==> src/design/timecode_pulse_bit_receiver_assert.svh <==
// Assertion macros used by the time-code receiver top level.
`ifndef TIMECODE_PULSE_BIT_RECEIVER_ASSERT_SVH
`define TIMECODE_PULSE_BIT_RECEIVER_ASSERT_SVH

`ifndef SYNTHESIS

`define TPBR_ASSERT_ALWAYS(label, clk, rstn, cond, msg) \
    label: assert property (@(posedge clk) disable iff (!rstn) (cond)) else $error(msg);

`define TPBR_ASSERT_SAME(label, clk, rstn, ante, cons, msg) \
    label: assert property (@(posedge clk) disable iff (!rstn) (ante) |-> (cons)) else $error(msg);

`define TPBR_ASSERT_NEXT(label, clk, rstn, ante, cons, msg) \
    label: assert property (@(posedge clk) disable iff (!rstn) (ante) |=> (cons)) else $error(msg);

`else

`define TPBR_ASSERT_ALWAYS(label, clk, rstn, cond, msg)
`define TPBR_ASSERT_SAME(label, clk, rstn, ante, cons, msg)
`define TPBR_ASSERT_NEXT(label, clk, rstn, ante, cons, msg)

`endif

`endif

==> src/design/tpbr_pkg.sv <==
// Types, constants and register codes of the time-code pulse bit receiver.
`default_nettype none

package tpbr_pkg;

    // Number of bit positions in a collected frame (64).
    localparam int FRAME_WIDTH = 64;
    localparam logic [6:0] FRAME_LIMIT = 7'(FRAME_WIDTH);
    localparam logic [6:0] IDX_CAP_COUNT = 7'd63;
    localparam logic [5:0] IDX_CAP = 6'd63;

    // Configuration register indexes.
    localparam logic [2:0] REG_MIN_OFF       = 3'd0;
    localparam logic [2:0] REG_MIN_GAP       = 3'd1;
    localparam logic [2:0] REG_MINUTE_GAP    = 3'd2;
    localparam logic [2:0] REG_MIN_PULSE     = 3'd3;
    localparam logic [2:0] REG_ONE_THRESHOLD = 3'd4;
    localparam logic [2:0] REG_MIN_FRAME     = 3'd5;

    // Register reset values.
    localparam logic [15:0] RST_MIN_OFF_MS       = 16'd30;
    localparam logic [15:0] RST_MIN_GAP_MS       = 16'd900;
    localparam logic [15:0] RST_MINUTE_GAP_MS    = 16'd1500;
    localparam logic [15:0] RST_MIN_PULSE_MS     = 16'd70;
    localparam logic [15:0] RST_ONE_THRESHOLD_MS = 16'd150;
    localparam logic [6:0]  RST_MIN_FRAME_BITS   = 7'd59;

    // Result kinds.
    localparam logic EV_BIT   = 1'b0;
    localparam logic EV_FRAME = 1'b1;

    typedef struct packed {
        logic [15:0] min_off_ms;
        logic [15:0] min_gap_ms;
        logic [15:0] minute_gap_ms;
        logic [15:0] min_pulse_ms;
        logic [15:0] one_threshold_ms;
        logic [6:0]  min_frame_bits;
    } tpbr_cfg_t;

    typedef struct packed {
        logic        active;
        logic        armed;
        logic [31:0] start_time;
        logic [31:0] last_high;
        logic [6:0]  bit_count;
        logic [63:0] frame;
    } tpbr_state_t;

    typedef struct packed {
        logic [31:0] time_ms;
        logic        level;
    } tpbr_in_t;

    typedef struct packed {
        logic        event_res;
        logic        bit_value;
        logic [5:0]  bit_index;
        logic [31:0] pulse_ms;
        logic [63:0] frame_bits;
        logic [6:0]  frame_count;
        logic        frame_valid;
    } tpbr_out_t;

    typedef struct packed {
        logic      valid;
        tpbr_out_t word;
    } tpbr_res_t;

endpackage

`default_nettype wire

==> src/design/tpbr_decode.sv <==
// Per-sample edge tracking, bit decode and frame bookkeeping.
`default_nettype none

module tpbr_decode
    import tpbr_pkg::*;
(
    input  tpbr_cfg_t   cfg,
    input  tpbr_state_t cur,
    input  tpbr_in_t    sample,
    output tpbr_state_t nxt,
    output tpbr_res_t   res
);

    logic [31:0] gap;
    logic [31:0] off_time;
    logic [31:0] plen;
    logic        rise;
    logic        fall;
    logic        off_long;
    logic        one_bit;

    assign gap      = sample.time_ms - cur.start_time;
    assign off_time = sample.time_ms - cur.last_high;
    assign plen     = sample.time_ms - cur.start_time;
    assign rise     = !cur.active && sample.level;
    assign fall     = cur.active && !sample.level;
    // A negative off time, read as signed, never counts as long enough.
    assign off_long = !off_time[31] && (off_time > {16'd0, cfg.min_off_ms});
    assign one_bit  = plen > {16'd0, cfg.one_threshold_ms};

    always_comb begin
        nxt = cur;
        res = '0;
        if (sample.level) begin
            nxt.last_high = sample.time_ms;
        end
        if (rise) begin
            if (!cur.armed) begin
                // A time stamp of zero keeps the receiver unarmed.
                nxt.armed = (sample.time_ms != 32'd0);
            end else if (gap > {16'd0, cfg.min_gap_ms}) begin
                if (gap > {16'd0, cfg.minute_gap_ms}) begin
                    res.valid            = 1'b1;
                    res.word.event_res   = EV_FRAME;
                    res.word.frame_bits  = cur.frame;
                    res.word.frame_count = cur.bit_count;
                    res.word.frame_valid = (cur.bit_count >= cfg.min_frame_bits);
                    nxt.frame            = '0;
                    nxt.bit_count        = '0;
                end
                nxt.start_time = sample.time_ms;
                nxt.active     = 1'b1;
            end
        end else if (fall && off_long && (plen > {16'd0, cfg.min_pulse_ms})) begin
            if (cur.bit_count < FRAME_LIMIT) begin
                nxt.frame     = cur.frame | (64'(one_bit) << cur.bit_count[5:0]);
                nxt.bit_count = cur.bit_count + 7'd1;
            end
            res.valid            = 1'b1;
            res.word.event_res   = EV_BIT;
            res.word.bit_value   = one_bit;
            res.word.bit_index   = (cur.bit_count > IDX_CAP_COUNT) ? IDX_CAP
                                                                   : cur.bit_count[5:0];
            res.word.pulse_ms    = plen;
            res.word.frame_bits  = nxt.frame;
            res.word.frame_count = nxt.bit_count;
            nxt.active           = 1'b0;
            nxt.last_high        = sample.time_ms;
        end
    end

endmodule

`default_nettype wire

==> src/design/timecode_pulse_bit_receiver.sv <==
// Top level of the pulse-width time-code bit receiver.
//
// One input word per antenna sample: a wrapping millisecond time stamp and the
// pulse level. Each accepted sample yields zero or one result word: a decoded
// data bit with its index and pulse length, or a minute-frame report carrying
// the collected 64-bit frame, its bit count and a validity flag.
// Samples are registered on s_valid/s_ready, decoded by the edge and frame
// logic against the receiver state, and a resulting word is loaded into the
// output register as the decode stage advances. One sample per cycle is
// sustained while the output is not stalled; the single state update per
// cycle in the decode stage sets that rate. When m_ready is low with a word
// waiting, the decode stage holds its sample and s_ready drops once that stage
// is full; samples without a result still drain whenever the output slot can
// take a word. Thresholds are written through cfg_wr_en/cfg_index/cfg_wdata;
// the user must write them only while the block is idle, which the block does
// not enforce. A synchronous low aresetn restores the default thresholds,
// disarms the receiver and clears the frame; no clearing pass is needed.
`default_nettype none
`include "timecode_pulse_bit_receiver_assert.svh"

module timecode_pulse_bit_receiver
    import tpbr_pkg::*;
(
    input  wire         aclk,
    input  wire         aresetn,
    input  wire         cfg_wr_en,
    input  wire  [2:0]  cfg_index,
    input  wire  [15:0] cfg_wdata,
    input  wire         s_valid,
    output logic        s_ready,
    input  tpbr_in_t    s_data,
    output logic        m_valid,
    input  wire         m_ready,
    output tpbr_out_t   m_data
);

    tpbr_cfg_t   cfg_reg;
    tpbr_state_t st_reg;
    tpbr_state_t st_next;
    tpbr_res_t   dec_res;
    tpbr_in_t    in_reg;
    logic        in_valid_reg;
    tpbr_out_t   out_reg;
    logic        out_valid_reg;
    logic        out_free;
    logic        advance;

    assign out_free = !out_valid_reg || m_ready;
    assign advance  = in_valid_reg && out_free;
    assign s_ready  = !in_valid_reg || advance;
    assign m_valid  = out_valid_reg;
    assign m_data   = out_reg;

    tpbr_decode u_decode (
        .cfg    (cfg_reg),
        .cur    (st_reg),
        .sample (in_reg),
        .nxt    (st_next),
        .res    (dec_res)
    );

    always_ff @(posedge aclk) begin
        if (!aresetn) begin
            cfg_reg.min_off_ms       <= RST_MIN_OFF_MS;
            cfg_reg.min_gap_ms       <= RST_MIN_GAP_MS;
            cfg_reg.minute_gap_ms    <= RST_MINUTE_GAP_MS;
            cfg_reg.min_pulse_ms     <= RST_MIN_PULSE_MS;
            cfg_reg.one_threshold_ms <= RST_ONE_THRESHOLD_MS;
            cfg_reg.min_frame_bits   <= RST_MIN_FRAME_BITS;
        end else if (cfg_wr_en) begin
            unique case (cfg_index)
                REG_MIN_OFF:       cfg_reg.min_off_ms       <= cfg_wdata;
                REG_MIN_GAP:       cfg_reg.min_gap_ms       <= cfg_wdata;
                REG_MINUTE_GAP:    cfg_reg.minute_gap_ms    <= cfg_wdata;
                REG_MIN_PULSE:     cfg_reg.min_pulse_ms     <= cfg_wdata;
                REG_ONE_THRESHOLD: cfg_reg.one_threshold_ms <= cfg_wdata;
                REG_MIN_FRAME:     cfg_reg.min_frame_bits   <= cfg_wdata[6:0];
                default: ;
            endcase
        end
    end

    always_ff @(posedge aclk) begin
        if (!aresetn) begin
            st_reg        <= '0;
            in_valid_reg  <= 1'b0;
            out_valid_reg <= 1'b0;
        end else begin
            if (s_valid && s_ready) begin
                in_valid_reg <= 1'b1;
            end else if (advance) begin
                in_valid_reg <= 1'b0;
            end
            if (advance) begin
                st_reg <= st_next;
            end
            if (advance && dec_res.valid) begin
                out_valid_reg <= 1'b1;
            end else if (m_ready) begin
                out_valid_reg <= 1'b0;
            end
        end
    end

    always_ff @(posedge aclk) begin
        if (s_valid && s_ready) begin
            in_reg <= s_data;
        end
        if (advance && dec_res.valid) begin
            out_reg <= dec_res.word;
        end
    end

    `TPBR_ASSERT_ALWAYS(a_count_limit, aclk, aresetn, st_reg.bit_count <= FRAME_LIMIT, "bit count beyond frame width")
    `TPBR_ASSERT_SAME(a_active_armed, aclk, aresetn, st_reg.active, st_reg.armed, "pulse tracked while unarmed")
    `TPBR_ASSERT_SAME(a_stall_holds, aclk, aresetn, out_valid_reg && !m_ready, !advance, "decode advanced into a stalled output")
    `TPBR_ASSERT_NEXT(a_frame_clears, aclk, aresetn, advance && dec_res.valid && dec_res.word.event_res == EV_FRAME, st_reg.bit_count == 7'd0 && st_reg.frame == 64'd0, "frame not cleared after minute report")

endmodule

`default_nettype wire
==> config.mk <==
export PLATFORM = sky130hd
export DESIGN_NAME = timecode_pulse_bit_receiver
export DESIGN_NICKNAME = d
export VERILOG_FILES = /design/src/design/tpbr_pkg.sv /design/src/design/tpbr_decode.sv /design/src/design/timecode_pulse_bit_receiver.sv
export VERILOG_INCLUDE_DIRS = /design/src /design/src/design
export SDC_FILE = /design/constraint.sdc
export NUM_CORES = 1
export LEC_CHECK = 0
export BUFFER_PORTS_ARGS = -buffer_cell sky130_fd_sc_hd__buf_2
export CAP_MARGIN = 10
export CORE_ASPECT_RATIO = 0.5
export CORE_MARGIN = 10
export CORE_UTILIZATION = 30
export DETAILED_ROUTE_END_ITERATION = 7
export PLACE_DENSITY_LB_ADDON = 0.1
export SLEW_MARGIN = 20
export SYNTH_ARGS = -nofsm -noshare
export SYNTH_HDL_FRONTEND = slang
export SYNTH_SLANG_ARGS = --single-unit
==> constraint.sdc <==
create_clock -name aclk -period 8.6 [get_ports aclk]
set_clock_uncertainty 0.1 [all_clocks]
set_input_delay 0.43 -clock aclk [delete_from_list [all_inputs] [get_ports aclk]]
set_output_delay 0.43 -clock aclk [all_outputs]
set_load 0.05 [all_outputs]
==> results.md <==
- # IOs: 171
- Layout cells sized above 1: 11.60%
- 1st-pass router iterations: 5
- Commonest cells after routing, fill and taps aside: 313 x nand2_1, 226 x dfxtp_1, 174 x inv_1, 169 x buf_2, 157 x nor2_1
- Crit-path cells: ha_1 > o2111ai_1 > a21oi_1 > nor2_1 > o21bai_1 > nand3_1 > and2_1 > xnor2_1 > ha_1 > nand4_1 > or2_2 > o32ai_1 > a311oi_1 > nor4_1 > o21a_2 > buf_4 > clkinv_1 > o32ai_1
- Critical path buffers and inverters: 2
- Dpl ws: 1.931 ns
- Die ar.: 81140 µm²
- Initial antenna violation count: 1
- Number of remaining DRC errors: 0
- Register area share after synthesis: 42.55%
- Minimum clock period: 6.643 ns
- Clock network power share: 41.1%
- Port bufs: 170
- Post-synth EDFFs: 145
- CP max-delay cell: xnor2_1
- Logic pwr share: 14.2%
- P&R area growth vs syn: 15.53%
- Total GRT Usage: 16.77%
- Routed Wire Length: 69590 µm
- Final global-route overflow total: 0
- CTS tree: done
- Worst setup margin: 1.957 ns
- WHS Path Cells: 3
- CP Class: reg2reg
- Slew @ Worst Pin: 1.015 ns
- Warnings, synthesis: 0
- Slew Limit Fails: 0
- Avg Cell Area, Syn: 8.979 µm²
- Main synth FF type: dfxtp_1
- Starting density of the core: 30.28%
- CP Data Arrival Time: 7.03 ns
- Setup violators final: 0
- CTS Buf Count: 41
- Hold Vio Cnt, Final: 0
- RSZ-0062 raised after global routing: no
- Via Count: 17243
- Iter 0 DRT Violations: 1123
- # fillers: 7172
- Post-Synthesis Cell Area: 20870 µm²
- IR drop worst, VDD: 124.1 µV
- DR WL/cell: 20.52 µm
- Layout Nets: 2660
- Critical Path RT: 8.99 ns
- Setup TNS: 0 ns
- Critical-path maximum fanout: 57
- Hold crit path type: in2reg
- Post-route ant nets: 0
- Number of vias per cell: 5.083
- Maximum buffer depth of the clock tree: 3
- P_sw: 1180 µW
- First-pass GRT wire length: 106000 µm
- Die Height: 206.5 µm
- Reg area: 8879 µm²
- Pin count of the biggest net entering global routing: 87
- Most common cell after layout, fill and taps aside: nand2_1
- R2R depth: 18
- Power Dens Cells: 174.1 nW/µm²
- Slowest stage delay, CP: 0.66 ns
- CP Capture Type: flop
- Switch share: 28.11%
- Root Buffer: clkbuf_16
- Synthesized net count: 2533
- Clock slew at reported path FFs: 0.07 ns
- Die Span X: 393.0 µm
- #FFs+latches synth: 371
- Cell depth of the worst setup path: 18
- Critical Path Source Type: flop
- Synth cell types: 80
- Max-Cap Viols: 0
- Status: completed
- Largest delay share family, worst path: compound AO/OA/AOI/OAI gates
- Post-CTS setup buffers: 0
- Crit share post-route: 77.25%
- Max reg flops: 137
- Sequential group share of total power: 44.7%
- GPL Wtd Cong: 0.8286
- Worst-skew pair later-pin latency: 0.58 ns
- FP Rows: 68
- Leak: 0.008943 µW
- H-tree lvl count: 2
- Post-detail-place hpwl: 50080 µm
- Slew headroom: 31.48%
- Cells after synthesis: 2324
- Vias in the first global route: 17206
- Antenna diodes: 0
- FMAX: 150.5 MHz
- CTS Sinks: 371
- Area of the multi-input gates: 10800 µm²
- Core area: 68920 µm²
- Internal cell power: 3017 µW
- Synth async-reset ratio: 0%
==> synth_stat cells (4+ instances only) <==
master / instances / area, µm²
nand2_1: 313 / 1175
dfxtp_1: 226 / 4524
inv_1: 174 / 653.1
nor2_1: 160 / 600.6
ha_1: 150 / 1877
edfxtp_1: 145 / 4354
clkbuf_1: 110 / 412.9
a21oi_1: 104 / 520.5
mux2i_1: 75 / 750.7
o21a_1: 70 / 525.5
a21boi_0: 64 / 480.5
nand3_1: 58 / 290.3
nor2b_1: 57 / 356.6
o21ai_0: 53 / 265.3
a31oi_1: 52 / 325.3
nor4_1: 47 / 294.0
a21o_1: 43 / 322.8
o211ai_1: 42 / 315.3
nand4_1: 41 / 256.5
nor3_1: 35 / 175.2
and3_1: 27 / 168.9
xnor2_1: 23 / 201.4
xor2_1: 19 / 166.4
and2_1: 17 / 106.4
a22o_1: 15 / 131.4
buf_1: 14 / 52.55
or2_2: 13 / 81.33
buf_2: 12 / 60.06
a41oi_1: 11 / 96.34
nand2b_1: 11 / 68.82
a211oi_1: 10 / 75.07
o21ai_1: 9 / 45.04
o41a_1: 8 / 90.09
and4_1: 7 / 61.31
nor4b_1: 7 / 61.31
or3_1: 7 / 43.79
a31o_2: 5 / 43.79
nand3b_1: 5 / 37.54
a311oi_1: 4 / 35.03
a32o_1: 4 / 40.04
o21bai_1: 4 / 30.03
o221ai_1: 4 / 35.03
o32ai_1: 4 / 35.03
or4_1: 4 / 30.03
==> path summary, 6_finish.rpt <==
kind / slack (ns) / end / from
setup / recovery: 1.96 / st_reg[70]$_SDFFE_PN0P_ / in_reg[4]$_DFFE_PP_
hold / removal: 0.06 / st_reg[65]$_SDFFE_PN0P_ / aresetn
setup reg to reg: 1.96 / st_reg[70]$_SDFFE_PN0P_ / in_reg[4]$_DFFE_PP_
hold reg to reg: 0.35 / st_reg[80]$_SDFFE_PN0P_ / st_reg[80]$_SDFFE_PN0P_
==> worst register-to-register path: stages (launching register included) <==
cell and delay, ns:
edfxtp_1 0.48, ha_1 0.46, o2111ai_1 0.36, a21oi_1 0.32
nor2_1 0.11, o21bai_1 0.24, nand3_1 0.10, and2_1 0.18
xnor2_1 0.66, ha_1 0.25, nand4_1 0.12, or2_2 0.33
o32ai_1 0.45, a311oi_1 0.16, nor4_1 0.66, o21a_2 0.26
buf_4 0.56, clkinv_1 0.55, o32ai_1 0.23
==> power groups by stage <==
stage	Combinational, µW	Clock (µW)	Sequential (µW)
2_1_floorplan	388	0	1920
3_3_place_gp	575	0	1910
3_5_place_dp	580	0	1920
4_1_cts	595	1790	1880
5_1_grt	666	1860	1880
6_report	594	1730	1880
==> cell families (layout without fill, tap and decap cells) <==
family	count (synthesis)	count (layout)	share of synthesized area [%]
AOI/OAI and AO/OA	552	552	18.47
xor gates and xnor gates	42	42	1.763
adders and majority gates	152	152	9.186
buffers and inverters	316	474	5.888
DFF	371	371	42.55
muxes	75	75	3.598
and+or+nand+nor	816	816	18.54
==> cell type report <==
class                           count  share of cell area, %
Multi-Input combinational cell   1637                  44.81
Sequential cell                   371                  36.83
Timing Repair Buffer              225                  5.740
Tap cell                          910                  4.723
Clock buffer                       57                  4.676
Inverter                          175                  2.725
Clock inverter                     17                 0.4931
==> per-layer routing <==
layer | share of wire, % | up-vias | global-route usage (%)
met5 | 0 | - | 0
met4 | 2.1 | 0 | 4.267
met3 | 3.9 | 91 | 2.473
met2 | 47 | 283 | 28.12
met1 | 47 | 8326 | 22.50
li1 | - | 8543 | -
==> per-stage QoR <==
| stage | instances | hold WS, ns | utilization [%] | power [µW] | area (µm²) |
|---|---|---|---|---|---|
| 6_report | 3392 | 0.05572 | 34.98 | 4196 | 24110 |
| 5_1_grt | 3392 | 0.04023 | 34.98 | 4406 | 24110 |
| 4_1_cts | 3392 | 0.01485 | 34.98 | 4262 | 24110 |
| 3_5_place_dp | 3284 | 0.3464 | 32.68 | 2495 | 22520 |
| 3_3_place_gp | 3283 | 0.3427 | 32.64 | 2490 | 22490 |
| 2_1_floorplan | 2324 | 0.3316 | - | 2305 | 20870 |
==> repair_timing <==
action,in CTS,in global routing
resized for setup,0,0
endpoints found under the hold margin,34,0
hold buffers,34,0
Note: power is estimated with default switching activity, not from simulation.
